$ cat src/sv/fat32_chain_read_sequencer_defines.svh
// Assertion macros shared by the FAT32 chain read sequencer RTL.
// Depends on nothing; included by files that carry concurrent checks.
`ifndef FAT32_CHAIN_READ_SEQUENCER_DEFINES_SVH
`define FAT32_CHAIN_READ_SEQUENCER_DEFINES_SVH

// Same-cycle implication under reset.
`define FCRS_ASSERT_IMPLY(label, clk, rst_n, ante, cons, msg) \
    label: assert property (@(posedge clk) disable iff (!rst_n) (ante) |-> (cons)) \
        else $error(msg);

// Next-cycle implication under reset.
`define FCRS_ASSERT_NEXT(label, clk, rst_n, ante, cons, msg) \
    label: assert property (@(posedge clk) disable iff (!rst_n) (ante) |=> (cons)) \
        else $error(msg);

`endif

$ cat src/sv/fcrs_pkg.sv
// Shared types, codes and helpers of the FAT32 chain read sequencer.
// Depends on nothing; used by every module of the block.
`timescale 1ns / 1ps

package fcrs_pkg;

    localparam int SECTOR_BYTES_DEFAULT = 512;
    localparam int QUEUE_DEPTH_DEFAULT  = 4;

    localparam int CLUSTER_W = 28;
    localparam int LBA_W     = 32;
    localparam int LEFT_W    = 24;
    localparam int SPC_W     = 8;
    localparam int WORD_W    = 7;

    localparam logic [CLUSTER_W-1:0] END_MARK  = 28'hFFFFFF8;
    localparam logic [CLUSTER_W-1:0] TALLY_MAX = 28'hFFFFFFF;

    // input commands
    localparam logic [1:0] CMD_START = 2'd0;
    localparam logic [1:0] CMD_ENTRY = 2'd1;
    localparam logic [1:0] CMD_FAIL  = 2'd2;

    // result kinds
    localparam logic [1:0] REQ_DATA  = 2'd0;
    localparam logic [1:0] REQ_FAT   = 2'd1;
    localparam logic [1:0] REQ_DONE  = 2'd2;
    localparam logic [1:0] REQ_ERROR = 2'd3;

    // configuration register indexes
    localparam logic [1:0] CFG_FAT_START  = 2'd0;
    localparam logic [1:0] CFG_DATA_START = 2'd1;
    localparam logic [1:0] CFG_SPC        = 2'd2;

    typedef enum logic [1:0] {
        JOB_VISIT,
        JOB_DONE,
        JOB_ERROR
    } job_kind_t;

    typedef struct packed {
        job_kind_t              kind;
        logic [CLUSTER_W-1:0]   cluster;
        logic [SPC_W-1:0]       count;
        logic [CLUSTER_W-1:0]   tally;
    } job_t;

    typedef struct packed {
        logic valid;
        job_t job;
    } push_t;

    typedef struct packed {
        logic empty;
        logic full;
    } q_status_t;

    function automatic logic chain_ends(input logic [CLUSTER_W-1:0] c);
        return (c == '0) || (c >= END_MARK);
    endfunction

endpackage

$ cat src/sv/fcrs_queue.sv
// Short job queue between the front and back parts of the sequencer.
// Depends on fcrs_pkg for the job record and status types.
`timescale 1ns / 1ps

module fcrs_queue #(
    parameter int QUEUE_DEPTH = fcrs_pkg::QUEUE_DEPTH_DEFAULT
) (
    input  logic                             clk,
    input  logic                             rst_n,
    input  fcrs_pkg::push_t                  push,
    input  logic                             pop,
    output fcrs_pkg::job_t                   head,
    output fcrs_pkg::q_status_t              status,
    output logic [$clog2(QUEUE_DEPTH+1)-1:0] count
);

    localparam int PTR_W = $clog2(QUEUE_DEPTH);
    localparam int CNT_W = $clog2(QUEUE_DEPTH + 1);

    fcrs_pkg::job_t   mem_reg [QUEUE_DEPTH];
    logic [PTR_W-1:0] wr_ptr_reg;
    logic [PTR_W-1:0] wr_ptr_next;
    logic [PTR_W-1:0] rd_ptr_reg;
    logic [PTR_W-1:0] rd_ptr_next;
    logic [CNT_W-1:0] count_reg;
    logic [CNT_W-1:0] count_next;

    always_comb
    begin
        wr_ptr_next = wr_ptr_reg;
        rd_ptr_next = rd_ptr_reg;
        count_next  = count_reg;
        if (push.valid)
        begin
            wr_ptr_next = (wr_ptr_reg == PTR_W'(QUEUE_DEPTH - 1)) ? '0 : wr_ptr_reg + 1'b1;
        end
        if (pop)
        begin
            rd_ptr_next = (rd_ptr_reg == PTR_W'(QUEUE_DEPTH - 1)) ? '0 : rd_ptr_reg + 1'b1;
        end
        if (push.valid && !pop)
        begin
            count_next = count_reg + 1'b1;
        end
        else if (pop && !push.valid)
        begin
            count_next = count_reg - 1'b1;
        end
    end

    always_ff @(posedge clk or negedge rst_n)
    begin
        if (!rst_n)
        begin
            wr_ptr_reg <= '0;
            rd_ptr_reg <= '0;
            count_reg  <= '0;
        end
        else
        begin
            wr_ptr_reg <= wr_ptr_next;
            rd_ptr_reg <= rd_ptr_next;
            count_reg  <= count_next;
        end
    end

    always_ff @(posedge clk)
    begin
        if (push.valid)
        begin
            mem_reg[wr_ptr_reg] <= push.job;
        end
    end

    assign head         = mem_reg[rd_ptr_reg];
    assign status.empty = (count_reg == '0);
    assign status.full  = (count_reg == CNT_W'(QUEUE_DEPTH));
    assign count        = count_reg;

endmodule

$ cat src/sv/fcrs_front.sv
// Front part: accepts input beats, tracks the walk state and queues jobs.
// Depends on fcrs_pkg for codes, job records and the chain end test.
`timescale 1ns / 1ps

module fcrs_front #(
    parameter int SECTOR_BYTES = fcrs_pkg::SECTOR_BYTES_DEFAULT
) (
    input  logic                              clk,
    input  logic                              rst_n,
    input  logic                              in_valid,
    output logic                              in_stall,
    input  logic [1:0]                        cmd,
    input  logic [fcrs_pkg::CLUSTER_W-1:0]    start_cluster,
    input  logic [31:0]                       file_size,
    input  logic [31:0]                       fat_entry,
    input  logic [fcrs_pkg::SPC_W-1:0]        sectors_per_cluster,
    input  fcrs_pkg::q_status_t               q_status,
    output fcrs_pkg::push_t                   push
);

    localparam int SECT_SHIFT = $clog2(SECTOR_BYTES);

    logic                            accept;
    logic                            active_reg;
    logic                            active_next;
    logic [fcrs_pkg::LEFT_W-1:0]     left_reg;
    logic [fcrs_pkg::LEFT_W-1:0]     left_next;
    logic [fcrs_pkg::CLUSTER_W-1:0]  tally_reg;
    logic [fcrs_pkg::CLUSTER_W-1:0]  tally_next;

    logic                            do_visit;
    logic [fcrs_pkg::CLUSTER_W-1:0]  visit_cluster;
    logic [fcrs_pkg::LEFT_W-1:0]     left_base;
    logic [fcrs_pkg::CLUSTER_W-1:0]  tally_base;
    logic [31:0]                     size_sectors;
    logic [fcrs_pkg::LEFT_W-1:0]     spc_wide;
    logic [fcrs_pkg::CLUSTER_W-1:0]  next_cluster;

    assign accept       = in_valid && !q_status.full;
    assign in_stall     = q_status.full;
    assign size_sectors = (file_size >> SECT_SHIFT) + 32'd1;
    assign spc_wide     = {{(fcrs_pkg::LEFT_W - fcrs_pkg::SPC_W){1'b0}}, sectors_per_cluster};
    assign next_cluster = fat_entry[fcrs_pkg::CLUSTER_W-1:0];

    always_comb
    begin
        active_next   = active_reg;
        left_next     = left_reg;
        tally_next    = tally_reg;
        do_visit      = 1'b0;
        visit_cluster = next_cluster;
        left_base     = left_reg;
        tally_base    = tally_reg;
        push.valid    = 1'b0;
        push.job      = '{kind: fcrs_pkg::JOB_DONE, cluster: '0, count: '0, tally: tally_reg};

        if (accept)
        begin
            case (cmd)
                fcrs_pkg::CMD_START:
                begin
                    left_base   = size_sectors[fcrs_pkg::LEFT_W-1:0];
                    tally_base  = '0;
                    left_next   = left_base;
                    tally_next  = '0;
                    if (fcrs_pkg::chain_ends(start_cluster))
                    begin
                        active_next   = 1'b0;
                        push.valid    = 1'b1;
                        push.job.tally = '0;
                    end
                    else
                    begin
                        active_next   = 1'b1;
                        do_visit      = 1'b1;
                        visit_cluster = start_cluster;
                    end
                end
                fcrs_pkg::CMD_ENTRY:
                begin
                    if (active_reg)
                    begin
                        if (fcrs_pkg::chain_ends(next_cluster))
                        begin
                            active_next = 1'b0;
                            push.valid  = 1'b1;
                        end
                        else
                        begin
                            do_visit = 1'b1;
                        end
                    end
                end
                fcrs_pkg::CMD_FAIL:
                begin
                    if (active_reg)
                    begin
                        active_next   = 1'b0;
                        push.valid    = 1'b1;
                        push.job.kind = fcrs_pkg::JOB_ERROR;
                    end
                end
                default:
                begin
                    // unused command: drop
                end
            endcase

            if (do_visit)
            begin
                tally_next = (tally_base == fcrs_pkg::TALLY_MAX) ? tally_base
                                                                 : tally_base + 1'b1;
                left_next  = (left_base >= spc_wide) ? left_base - spc_wide : '0;
                push.valid       = 1'b1;
                push.job.kind    = fcrs_pkg::JOB_VISIT;
                push.job.cluster = visit_cluster;
                push.job.count   = (left_base < spc_wide) ? left_base[fcrs_pkg::SPC_W-1:0]
                                                          : sectors_per_cluster;
                push.job.tally   = tally_next;
            end
        end
    end

    always_ff @(posedge clk or negedge rst_n)
    begin
        if (!rst_n)
        begin
            active_reg <= 1'b0;
            left_reg   <= '0;
            tally_reg  <= '0;
        end
        else
        begin
            active_reg <= active_next;
            left_reg   <= left_next;
            tally_reg  <= tally_next;
        end
    end

endmodule

$ cat src/sv/fcrs_back.sv
// Back part: turns queued jobs into request beats through an output register.
// Depends on fcrs_pkg for job records and result codes.
`timescale 1ns / 1ps

module fcrs_back #(
    parameter int SECTOR_BYTES = fcrs_pkg::SECTOR_BYTES_DEFAULT
) (
    input  logic                              clk,
    input  logic                              rst_n,
    input  fcrs_pkg::job_t                    head,
    input  fcrs_pkg::q_status_t               q_status,
    output logic                              pop,
    input  logic [fcrs_pkg::LBA_W-1:0]        fat_start_sector,
    input  logic [fcrs_pkg::LBA_W-1:0]        first_data_sector,
    input  logic [fcrs_pkg::SPC_W-1:0]        sectors_per_cluster,
    output logic                              out_valid,
    input  logic                              out_stall,
    output logic [1:0]                        request_kind,
    output logic [fcrs_pkg::LBA_W-1:0]        sector_address,
    output logic [fcrs_pkg::SPC_W-1:0]        sector_count,
    output logic [fcrs_pkg::WORD_W-1:0]       word_index,
    output logic [fcrs_pkg::CLUSTER_W-1:0]    clusters_seen,
    output logic                              last
);

    // four bytes per FAT entry
    localparam int FAT_SHIFT = $clog2(SECTOR_BYTES) - 2;

    // operand stage
    logic                            a_valid_reg;
    logic                            a_valid_next;
    fcrs_pkg::job_t                  a_job_reg;
    logic [fcrs_pkg::LBA_W-1:0]      a_prod_reg;
    logic [fcrs_pkg::LBA_W-1:0]      head_diff;
    logic [fcrs_pkg::LBA_W+fcrs_pkg::SPC_W-1:0] head_prod;

    // output register
    logic                            phase_reg;
    logic                            phase_next;
    logic                            out_valid_reg;
    logic                            out_valid_next;
    logic [1:0]                      kind_reg;
    logic [1:0]                      kind_next;
    logic [fcrs_pkg::LBA_W-1:0]      addr_reg;
    logic [fcrs_pkg::LBA_W-1:0]      addr_next;
    logic [fcrs_pkg::SPC_W-1:0]      count_reg;
    logic [fcrs_pkg::SPC_W-1:0]      count_next;
    logic [fcrs_pkg::WORD_W-1:0]     word_reg;
    logic [fcrs_pkg::WORD_W-1:0]     word_next;
    logic [fcrs_pkg::CLUSTER_W-1:0]  seen_reg;
    logic [fcrs_pkg::CLUSTER_W-1:0]  seen_next;
    logic                            last_reg;
    logic                            last_next;

    logic                            out_free;
    logic                            a_consume;
    logic [fcrs_pkg::LBA_W-1:0]      a_cluster_wide;
    logic [fcrs_pkg::LBA_W-1:0]      data_lba;
    logic [fcrs_pkg::LBA_W-1:0]      fat_lba;

    // (cluster - 2) wraps modulo 2^32 for clusters below two
    assign head_diff      = {{(fcrs_pkg::LBA_W - fcrs_pkg::CLUSTER_W){1'b0}}, head.cluster}
                            - fcrs_pkg::LBA_W'(2);
    assign head_prod      = head_diff * sectors_per_cluster;

    assign a_cluster_wide = {{(fcrs_pkg::LBA_W - fcrs_pkg::CLUSTER_W){1'b0}}, a_job_reg.cluster};
    assign data_lba       = a_prod_reg + first_data_sector;
    assign fat_lba        = fat_start_sector + (a_cluster_wide >> FAT_SHIFT);

    assign out_free  = !out_valid_reg || !out_stall;
    assign a_consume = out_free && a_valid_reg
                       && ((a_job_reg.kind != fcrs_pkg::JOB_VISIT) || phase_reg);
    assign pop       = !q_status.empty && (!a_valid_reg || a_consume);

    always_comb
    begin
        a_valid_next   = a_valid_reg;
        phase_next     = phase_reg;
        out_valid_next = out_valid_reg;
        kind_next      = kind_reg;
        addr_next      = addr_reg;
        count_next     = count_reg;
        word_next      = word_reg;
        seen_next      = seen_reg;
        last_next      = last_reg;

        if (pop)
        begin
            a_valid_next = 1'b1;
        end
        else if (a_consume)
        begin
            a_valid_next = 1'b0;
        end

        if (out_free)
        begin
            out_valid_next = a_valid_reg;
            seen_next      = a_job_reg.tally;
            addr_next      = '0;
            count_next     = '0;
            word_next      = '0;
            last_next      = 1'b1;
            case (a_job_reg.kind)
                fcrs_pkg::JOB_VISIT:
                begin
                    if (!phase_reg)
                    begin
                        kind_next  = fcrs_pkg::REQ_DATA;
                        addr_next  = data_lba;
                        count_next = a_job_reg.count;
                        last_next  = 1'b0;
                    end
                    else
                    begin
                        // word index is cluster mod (sector words); its low bits suffice
                        kind_next  = fcrs_pkg::REQ_FAT;
                        addr_next  = fat_lba;
                        count_next = fcrs_pkg::SPC_W'(1);
                        word_next  = a_job_reg.cluster[fcrs_pkg::WORD_W-1:0];
                    end
                    if (a_valid_reg)
                    begin
                        phase_next = !phase_reg;
                    end
                end
                fcrs_pkg::JOB_ERROR:
                begin
                    kind_next = fcrs_pkg::REQ_ERROR;
                end
                default:
                begin
                    kind_next = fcrs_pkg::REQ_DONE;
                end
            endcase
        end
    end

    always_ff @(posedge clk or negedge rst_n)
    begin
        if (!rst_n)
        begin
            a_valid_reg   <= 1'b0;
            phase_reg     <= 1'b0;
            out_valid_reg <= 1'b0;
        end
        else
        begin
            a_valid_reg   <= a_valid_next;
            phase_reg     <= phase_next;
            out_valid_reg <= out_valid_next;
        end
    end

    always_ff @(posedge clk)
    begin
        if (pop)
        begin
            a_job_reg  <= head;
            a_prod_reg <= head_prod[fcrs_pkg::LBA_W-1:0];
        end
        kind_reg  <= kind_next;
        addr_reg  <= addr_next;
        count_reg <= count_next;
        word_reg  <= word_next;
        seen_reg  <= seen_next;
        last_reg  <= last_next;
    end

    assign out_valid      = out_valid_reg;
    assign request_kind   = kind_reg;
    assign sector_address = addr_reg;
    assign sector_count   = count_reg;
    assign word_index     = word_reg;
    assign clusters_seen  = seen_reg;
    assign last           = last_reg;

endmodule

$ cat src/sv/fat32_chain_read_sequencer.sv
// FAT32 chain read sequencer. A start beat (cmd 0) opens a walk of one
// file's cluster chain; for every live cluster the block issues a data read
// of the cluster (request_kind 0) followed by a FAT sector read (kind 1) that
// names the sector and 32-bit word holding the next link. The host returns
// that FAT word with cmd 1; zero or an end mark closes the walk with a done
// beat (kind 2), and cmd 2 aborts it with an error beat (kind 3). Entry and
// failure beats while no walk is open, and cmd 3, produce nothing. The final
// beat caused by an input carries last. Timing: a front part updates the walk
// state and queues at most one job per input in the cycle it is accepted, so
// input is taken every cycle until the job queue (QUEUE_DEPTH entries) fills.
// A back part drives one result beat per cycle from its output register while
// out_stall is low; a chain link yields a data read and a FAT read beat, a done
// or error job one beat. Jobs pass the queue, then the operand register, which
// holds the 32x8 data LBA multiply, then the output register.
// Configuration is written through cfg_we/cfg_index/cfg_data and must only
// change while the block is idle.
`timescale 1ns / 1ps
`include "fat32_chain_read_sequencer_defines.svh"

module fat32_chain_read_sequencer #(
    parameter int SECTOR_BYTES = fcrs_pkg::SECTOR_BYTES_DEFAULT,
    parameter int QUEUE_DEPTH  = fcrs_pkg::QUEUE_DEPTH_DEFAULT
) (
    input  logic                              clk,
    input  logic                              rst_n,

    // configuration write port
    input  logic                              cfg_we,
    input  logic [1:0]                        cfg_index,
    input  logic [31:0]                       cfg_data,

    // input channel
    input  logic                              in_valid,
    output logic                              in_stall,
    input  logic [1:0]                        cmd,
    input  logic [fcrs_pkg::CLUSTER_W-1:0]    start_cluster,
    input  logic [31:0]                       file_size,
    input  logic [31:0]                       fat_entry,

    // result channel
    output logic                              out_valid,
    input  logic                              out_stall,
    output logic [1:0]                        request_kind,
    output logic [fcrs_pkg::LBA_W-1:0]        sector_address,
    output logic [fcrs_pkg::SPC_W-1:0]        sector_count,
    output logic [fcrs_pkg::WORD_W-1:0]       word_index,
    output logic [fcrs_pkg::CLUSTER_W-1:0]    clusters_seen,
    output logic                              last
);

    localparam int QCNT_W = $clog2(QUEUE_DEPTH + 1);

    // configuration registers
    logic [fcrs_pkg::LBA_W-1:0]  fat_start_reg;
    logic [fcrs_pkg::LBA_W-1:0]  fat_start_next;
    logic [fcrs_pkg::LBA_W-1:0]  data_start_reg;
    logic [fcrs_pkg::LBA_W-1:0]  data_start_next;
    logic [fcrs_pkg::SPC_W-1:0]  spc_reg;
    logic [fcrs_pkg::SPC_W-1:0]  spc_next;

    fcrs_pkg::push_t             q_push;
    fcrs_pkg::job_t              q_head;
    fcrs_pkg::q_status_t         q_status;
    logic                        q_pop;
    logic [QCNT_W-1:0]           q_count;

    // Decode the register index; writes to the unused index are dropped.
    always_comb
    begin
        fat_start_next  = fat_start_reg;
        data_start_next = data_start_reg;
        spc_next        = spc_reg;
        if (cfg_we)
        begin
            case (cfg_index)
                fcrs_pkg::CFG_FAT_START:  fat_start_next  = cfg_data;
                fcrs_pkg::CFG_DATA_START: data_start_next = cfg_data;
                fcrs_pkg::CFG_SPC:        spc_next        = cfg_data[fcrs_pkg::SPC_W-1:0];
                default:
                begin
                    // no register here
                end
            endcase
        end
    end

    always_ff @(posedge clk or negedge rst_n)
    begin
        if (!rst_n)
        begin
            fat_start_reg  <= '0;
            data_start_reg <= '0;
            spc_reg        <= fcrs_pkg::SPC_W'(1);
        end
        else
        begin
            fat_start_reg  <= fat_start_next;
            data_start_reg <= data_start_next;
            spc_reg        <= spc_next;
        end
    end

    // Front: classify each accepted beat and advance the walk state.
    fcrs_front #(
        .SECTOR_BYTES (SECTOR_BYTES)
    ) u_front (
        .clk                 (clk),
        .rst_n               (rst_n),
        .in_valid            (in_valid),
        .in_stall            (in_stall),
        .cmd                 (cmd),
        .start_cluster       (start_cluster),
        .file_size           (file_size),
        .fat_entry           (fat_entry),
        .sectors_per_cluster (spc_reg),
        .q_status            (q_status),
        .push                (q_push)
    );

    // Queue: decouple input acceptance from output back-pressure.
    fcrs_queue #(
        .QUEUE_DEPTH (QUEUE_DEPTH)
    ) u_queue (
        .clk    (clk),
        .rst_n  (rst_n),
        .push   (q_push),
        .pop    (q_pop),
        .head   (q_head),
        .status (q_status),
        .count  (q_count)
    );

    // Back: compute addresses and hand beats to the output register.
    fcrs_back #(
        .SECTOR_BYTES (SECTOR_BYTES)
    ) u_back (
        .clk                 (clk),
        .rst_n               (rst_n),
        .head                (q_head),
        .q_status            (q_status),
        .pop                 (q_pop),
        .fat_start_sector    (fat_start_reg),
        .first_data_sector   (data_start_reg),
        .sectors_per_cluster (spc_reg),
        .out_valid           (out_valid),
        .out_stall           (out_stall),
        .request_kind        (request_kind),
        .sector_address      (sector_address),
        .sector_count        (sector_count),
        .word_index          (word_index),
        .clusters_seen       (clusters_seen),
        .last                (last)
    );

    // Queue occupancy never exceeds its depth.
    `FCRS_ASSERT_IMPLY(a_queue_bound, clk, rst_n, 1'b1, q_count <= QCNT_W'(QUEUE_DEPTH), "job queue overflow")
    // A taken data read is followed at once by the FAT read of the same cluster.
    `FCRS_ASSERT_NEXT(a_data_then_fat, clk, rst_n, out_valid && !out_stall && request_kind == fcrs_pkg::REQ_DATA, out_valid && request_kind == fcrs_pkg::REQ_FAT, "data read not followed by FAT read")
    // Only a data read leaves more beats pending for its input.
    `FCRS_ASSERT_IMPLY(a_last_kind, clk, rst_n, out_valid && !last, request_kind == fcrs_pkg::REQ_DATA, "non-final beat that is not a data read")

endmodule

$ cat config.mk
export PLATFORM = sky130hd
export DESIGN_NAME = fat32_chain_read_sequencer
export DESIGN_NICKNAME = d
export VERILOG_FILES = /design/src/sv/fcrs_pkg.sv /design/src/sv/fcrs_queue.sv /design/src/sv/fcrs_front.sv /design/src/sv/fcrs_back.sv /design/src/sv/fat32_chain_read_sequencer.sv
export VERILOG_INCLUDE_DIRS = /design/src /design/src/sv
export SDC_FILE = /design/constraint.sdc
export NUM_CORES = 1
export LEC_CHECK = 0
export ABC_AREA = 1
export BUFFER_PORTS_ARGS = -buffer_cell sky130_fd_sc_hd__buf_2
export CORE_ASPECT_RATIO = 0.5
export CORE_MARGIN = 2
export CORE_UTILIZATION = 44
export CTS_CLUSTER_SIZE = 25
export DETAILED_ROUTE_END_ITERATION = 8
export GPL_TIMING_DRIVEN = 0
export PLACE_DENSITY = 0.62
export SYNTH_ARGS = -nofsm -noshare
export SYNTH_HDL_FRONTEND = slang
export SYNTH_SLANG_ARGS = --single-unit
$ cat constraint.sdc
create_clock -name clk -period 12.8 [get_ports clk]
set_input_delay 1.28 -clock clk [delete_from_list [all_inputs] [get_ports clk]]
set_output_delay 1.28 -clock clk [all_outputs]
set_load 0.1 [all_outputs]
* Yosys cells after proc, flatten, opt, wreduce, memory -nomap -nowiden
Memories as Yosys holds them, arrays and structs flattened. Index checks and enable logic that the tools add are counted.
Word-level totals: bits in registers 311, memory bits (writable) 264, bits of input ports 133, output and inout bits 80, memories 1
Memories:
- u_queue.mem_reg | depth 4, width 66, read ports 1, clocked after Yosys merged registers in 0, write ports 1, line fcrs_queue.sv:20 | fcrs_pkg::job_t mem_reg [QUEUE_DEPTH];
Operators by class: add/subtract/negate cells 10, $mul 1, $lt $le $gt $ge 4, eq/ne operators 9, muxes and demuxes 40, bitwise logic cells 1, reduce and logical (&&, ||, !) cells 36
Operators by type and width (number):
- 2-to-1 mux 28 bit | 8
- 2-to-1 mux 67 bit | 2
- 2-to-1 mux 24 bit | 4
- >= comparator 28 bit (second input constant) | 2
- logical NOT 28 bit | 2
- adder 32 x 21 -> 32 bit | 1
- adder 32 bit | 1
- multiplier 32 x 8 -> 32 bit | 1
- 2-to-1 mux 32 bit | 1
- subtractor 28 x 2 -> 29 bit (second input constant) | 1
- adder 28 x 1 -> 28 bit (second input constant) | 1
- == test 28 bit (second input constant) | 1
- adder 23 x 1 -> 24 bit (second input constant) | 1
- >= comparator 24 x 8 -> 1 bit | 1
- less-than comparator 24 x 8 -> 1 bit | 1
- subtractor 24 x 8 -> 24 bit | 1
- 2-to-1 mux 1 bit | 14
- == test 2 bit (second input constant) | 5
- AND reduction 2 bit | 5
- 2-to-1 mux 3 bit | 3
- logical NOT 1 bit | 8
- 2-to-1 mux 8 bit | 1
- logical AND 1 bit | 6
- logical NOT 2 bit | 3
- other kinds (16) | 27

* Logic depth before layout (Yosys ltp)
depth after elaboration 12, gate-level depth with buffers 37, gate-level depth less buffers 36

* Hierarchy
From an unflattened synthesis, not the netlist that was laid out.
Unflattened totals: cells, all modules 4117, area total of the unflattened synthesis 36607.6 µm²
Modules (own cells, without submodules):
- fcrs_back | times used 1, cells each 1888, area each 16285.6 µm², seq. area each 5360.1 µm²
- fcrs_queue | times used 1, cells each 822, area each 10986.8 µm², seq. area each 8102.8 µm²
- fcrs_front | times used 1, cells each 1088, area each 6409.9 µm², seq. area each 1326.3 µm²
- fat32_chain_read_sequencer | times used 1, cells each 319, area each 2925.3 µm², seq. area each 1803.0 µm²

* Worst setup path after synthesis
Ideal clock, no wire load.
path kind input to register, start input port out_stall, end register u_queue.count_reg[1] (netlist: u_queue.count[1]), library setup time 125 ps, data arrival time 8835 ps, data required time 12675 ps, setup slack 3841 ps, stages 8, cells stage by stage nand2_1 -> a21oi_1 -> nor2_1 -> inv_1 -> ha_1 -> inv_1 -> fa_1 -> mux2_2
Between the ends: word-level cells in the longest chain between the ends 9, elaborated cells on any way between the ends 11
RTL lines:
- start, declared | line fat32_chain_read_sequencer.sv:42 | input logic out_stall,
- logical NOT 1 bit | line fcrs_back.sv:70 | assign out_free = !out_valid_reg || !out_stall;
- logical OR 1 bit | line fcrs_back.sv:70
- logical AND 1 bit | line fcrs_back.sv:71 | assign a_consume = out_free && a_valid_reg
- logical AND 1 bit | line fcrs_back.sv:72 | && ((a_job_reg.kind != fcrs_pkg::JOB_VISIT) || phase_reg);
- logical OR 1 bit | line fcrs_back.sv:73 | assign pop = !q_status.empty && (!a_valid_reg || a_consume);
- logical AND 1 bit | line fcrs_back.sv:73
- net q_pop | line fat32_chain_read_sequencer.sv:64 | logic q_pop;
- logical NOT 1 bit | line fcrs_queue.sv:41 | if (push.valid && !pop)
- logical AND 1 bit | line fcrs_queue.sv:41
- 2-to-1 mux 3 bit | line fcrs_queue.sv:41
- net u_queue.count_next[1] | line fcrs_queue.sv:26 | logic [CNT_W-1:0] count_next;
- end signal, assigned | line fcrs_queue.sv:63 | count_reg <= count_next;
- end, declared | line fcrs_queue.sv:25 | logic [CNT_W-1:0] count_reg;
The timed path passes the listed nets, and every way through them passes these cells. A chain may end at the register's enable or synchronous reset.

==> out/qor.csv <==
stage;metric;value;unit
global_routing;gr ovfl total;0;
placed_design;Routability Congestion;0.971;
routing;DRT Pass-1 Iters;5;
timing;Worst Skew;0.0669;ns
timing;Setup TNS Final;0;ns
worst_hold_path;Hold Path Class;flop to flop;
final_layout;Util after Layout;50.5;%
critical_path;WP data arrival;8.07;ns
timing;slew at the pin closest to its max-slew limit;1.14;ns
routing;Post-route DRC;0;
final_layout;final instance area;39200;um^2
timing;Period Utilization, post-route;59.8;%
floorplanning;row count;72;
clocking;CTS H-tree depth;2;
final_layout;Fillers;7169;
yosys;Synth Flop Type;edfxtp_1;
floorplanning;Die Height;202;um
global_routing;GRT Resource Usage Total;24.6;%
timing;Max transition margin;23.1;%
clocking;Num CTS Buffers;54;
global_routing;initial antenna violation count;3;
floorplanning;Initial Utilization;44.6;%
run_status;status;completed;
routing;initial DRC count;2199;
clocking;Root Buffer;clkbuf_16;
routing;DRT Wirelength;99.7;mm
timing;f_max;131;MHz
critical_path;CP peak stage delay;0.66;ns
final_layout;Antenna Cells;0;
yosys;Post-synth EDFFs;440;
global_routing;first-pass GRT wire length;154;mm
floorplanning;Core ar.;77600;um^2
yosys;Synth cell types;61;
critical_path;setup slack, reg-to-reg;5.14;ns
timing;Final Hold Viols;0;
critical_path;slowest stage cell on the critical path;xor2_1;
yosys;cell taking the most area after synthesis;edfxtp_1;
critical_path;Top cell by count, worst path;inv_1;
clocking;CTS Buffer Depth;3;
yosys;count leader, synth;nand2_1;
clocking;post-CTS setup buffers;0;
timing;Final min period;7.66;ns
job;Max-Cap Viols;0;
routing;via count;27485;
global_routing;pin count of the biggest net entering global routing;70;
routing;Avg WL per Cell;19.5;um
yosys;synth warn;0;
critical_path;Crit path required time;13.21;ns
timing;PnR worst setup slack;5.14;ns
routing;uppermost layer routed;met5;
placed_design;post-place setup slack;5.28;ns
routing;WL met2;46.1;mm
critical_path;Crit Path Category;flop to flop;
yosys;Synth area leaders;edfxtp_1 (38%), dfrtp_1 (9.7%), fa_1 (9.3%);
clocking;CTS clk-pin slew, worst paths;0.07;ns
global_routing;vias in the first global route;26872;
critical_path;CP endpoint kind;flop;
floorplanning;die extent in x;400;um
critical_path;critical path fanouts, max;10;
yosys;Post-synth top cells;nand2_1 (752), inv_1 (466), nor2_1 (449);
floorplanning;Die Footprint;81000;um^2
timing;RSZ-0062 raised after global routing;false;
clocking;Sink Count;575;
routing;WL met1;45.1;mm
critical_path;Worst setup SP type;flop;
placed_design;Final HPWL DP;75.8;mm
yosys;Net Count, Synth;4163;
clocking;post-cts sizing count;0;
yosys;Post-synth ARST share;23.5;%
placed_design;Area after DPL;37200;um^2
routing;Post-DRT Antenna Nets;0;
yosys;Post-Syn Instances;3757;
floorplanning;num ports;213;
routing;vias per cell;5.38;
yosys;Synth top area share;38.2;%
routing;wire length on met3;5.97;mm
timing;Final Max Slew Viols;0;
final_layout;Largest register FFs;264;
yosys;Seq/Total Area, Yosys;48.0;%
yosys;Synth Area per Inst;9.20;um^2
timing;final setup vio count;0;
clocking;CTS tree;yes;
yosys;synthesized area;34600;um^2
final_layout;layout cells sized above 1;9.85;%
clocking;clock latency reported for the late side of the worst-skew pair;0.67;ns
placed_design;Port Buffers;199;
clocking;# hold bufs at CTS;0;
final_layout;nets;4431;
final_layout;Layout area overhead;13.3;%
yosys;Synth Register Bits;575;
-- cells by family (layout without fill, tap and decap cells) --
logic type,count (synthesis),in the layout,synth area share [%]
simple gates,1550,1550,18.7
compound gates,642,642,10.3
buf+inv,602,916,6.74
flops,575,575,48.0
fa+ha+maj,273,273,13.4
xor+xnor,114,114,2.89
mux,1,1,0.0326
-- cell usage in the layout (no fill, tap or decap), types with 9 or more instances in the layout --
| cell type | instances |
|---|---|
| buf_12 | 11 |
| o211ai_1 | 11 |
| nor2_1 | 444 |
| o21bai_1 | 15 |
| clkbuf_1 | 97 |
| dfrtp_1 | 134 |
| or2_2 | 19 |
| nand2_1 | 751 |
| xor2_1 | 91 |
| clkinv_2 | 9 |
| xnor2_1 | 23 |
| nor3_1 | 46 |
| a31oi_1 | 18 |
| o22ai_1 | 41 |
| nor2_2 | 9 |
| nand3_1 | 179 |
| buf_2 | 216 |
| nor2_4 | 10 |
| clkbuf_16 | 57 |
| a21oi_1 | 179 |
| edfxtp_1 | 440 |
| nand4_1 | 42 |
| inv_1 | 466 |
| fa_1 | 160 |
| a22oi_1 | 17 |
| ha_1 | 113 |
| o21ai_1 | 16 |
| o21ai_0 | 299 |
| nor4_1 | 19 |
-- critical path: cells and delay by family, from the launching register on --
kind / cells / cell delay (ns)
fa+ha+maj: 6 / 2.61
compound gates: 6 / 1.66
simple gates: 7 / 1.14
buf+inv: 8 / 0.87
xor+xnor: 2 / 0.72
flops: 1 / 0.36
-- routing by layer --
metal  vias to the layer above  track usage, %
met5                         -               0
met4                         2            6.43
met3                       140            3.36
met2                       873            40.6
met1                     13414            34.3
li1                      13056               -
-- path summary, 6_finish.rpt --
| check | startpoint | to | depth (start not counted) |
|---|---|---|---|
| hold reg to reg | u_back.a_job_reg[10] | u_back.clusters_seen[10] | 0 |
| max in group asynchronous | rst_n | u_front.tally_reg[23] | 2 |
| setup / recovery | u_queue.rd_ptr_reg[0] | u_back.a_prod_reg[26] | 29 |
| setup reg to reg | u_queue.rd_ptr_reg[0] | u_back.a_prod_reg[26] | 29 |
| hold / removal | u_back.a_job_reg[10] | u_back.clusters_seen[10] | 0 |
| min in group asynchronous | rst_n | fat_start_reg[28] | 1 |
-- stage by stage --
stage / hold slack [ns] / instances
after floorplan: 0.400 / 3757
after global placement: 0.404 / 4992
after detailed placement: 0.405 / 5005
after CTS: 0.420 / 5107
after global routing: 0.425 / 5107
final: 0.418 / 5107
-- area by class of cell --
type	count	area [um^2]	area share, %
plain buffers	120	519	1.33
multi-input cells	2580	15700	40.1
clock inverters	33	487	1.24
well taps	1036	1300	3.31
repair buffers	212	1280	3.26
inverters	482	1810	4.62
flip-flops and latches	575	16600	42.3
clock buffers	69	1500	3.83
Power is not shown: default switching activity piles up to over one toggle a cycle in this logic, so the estimate is an artifact.
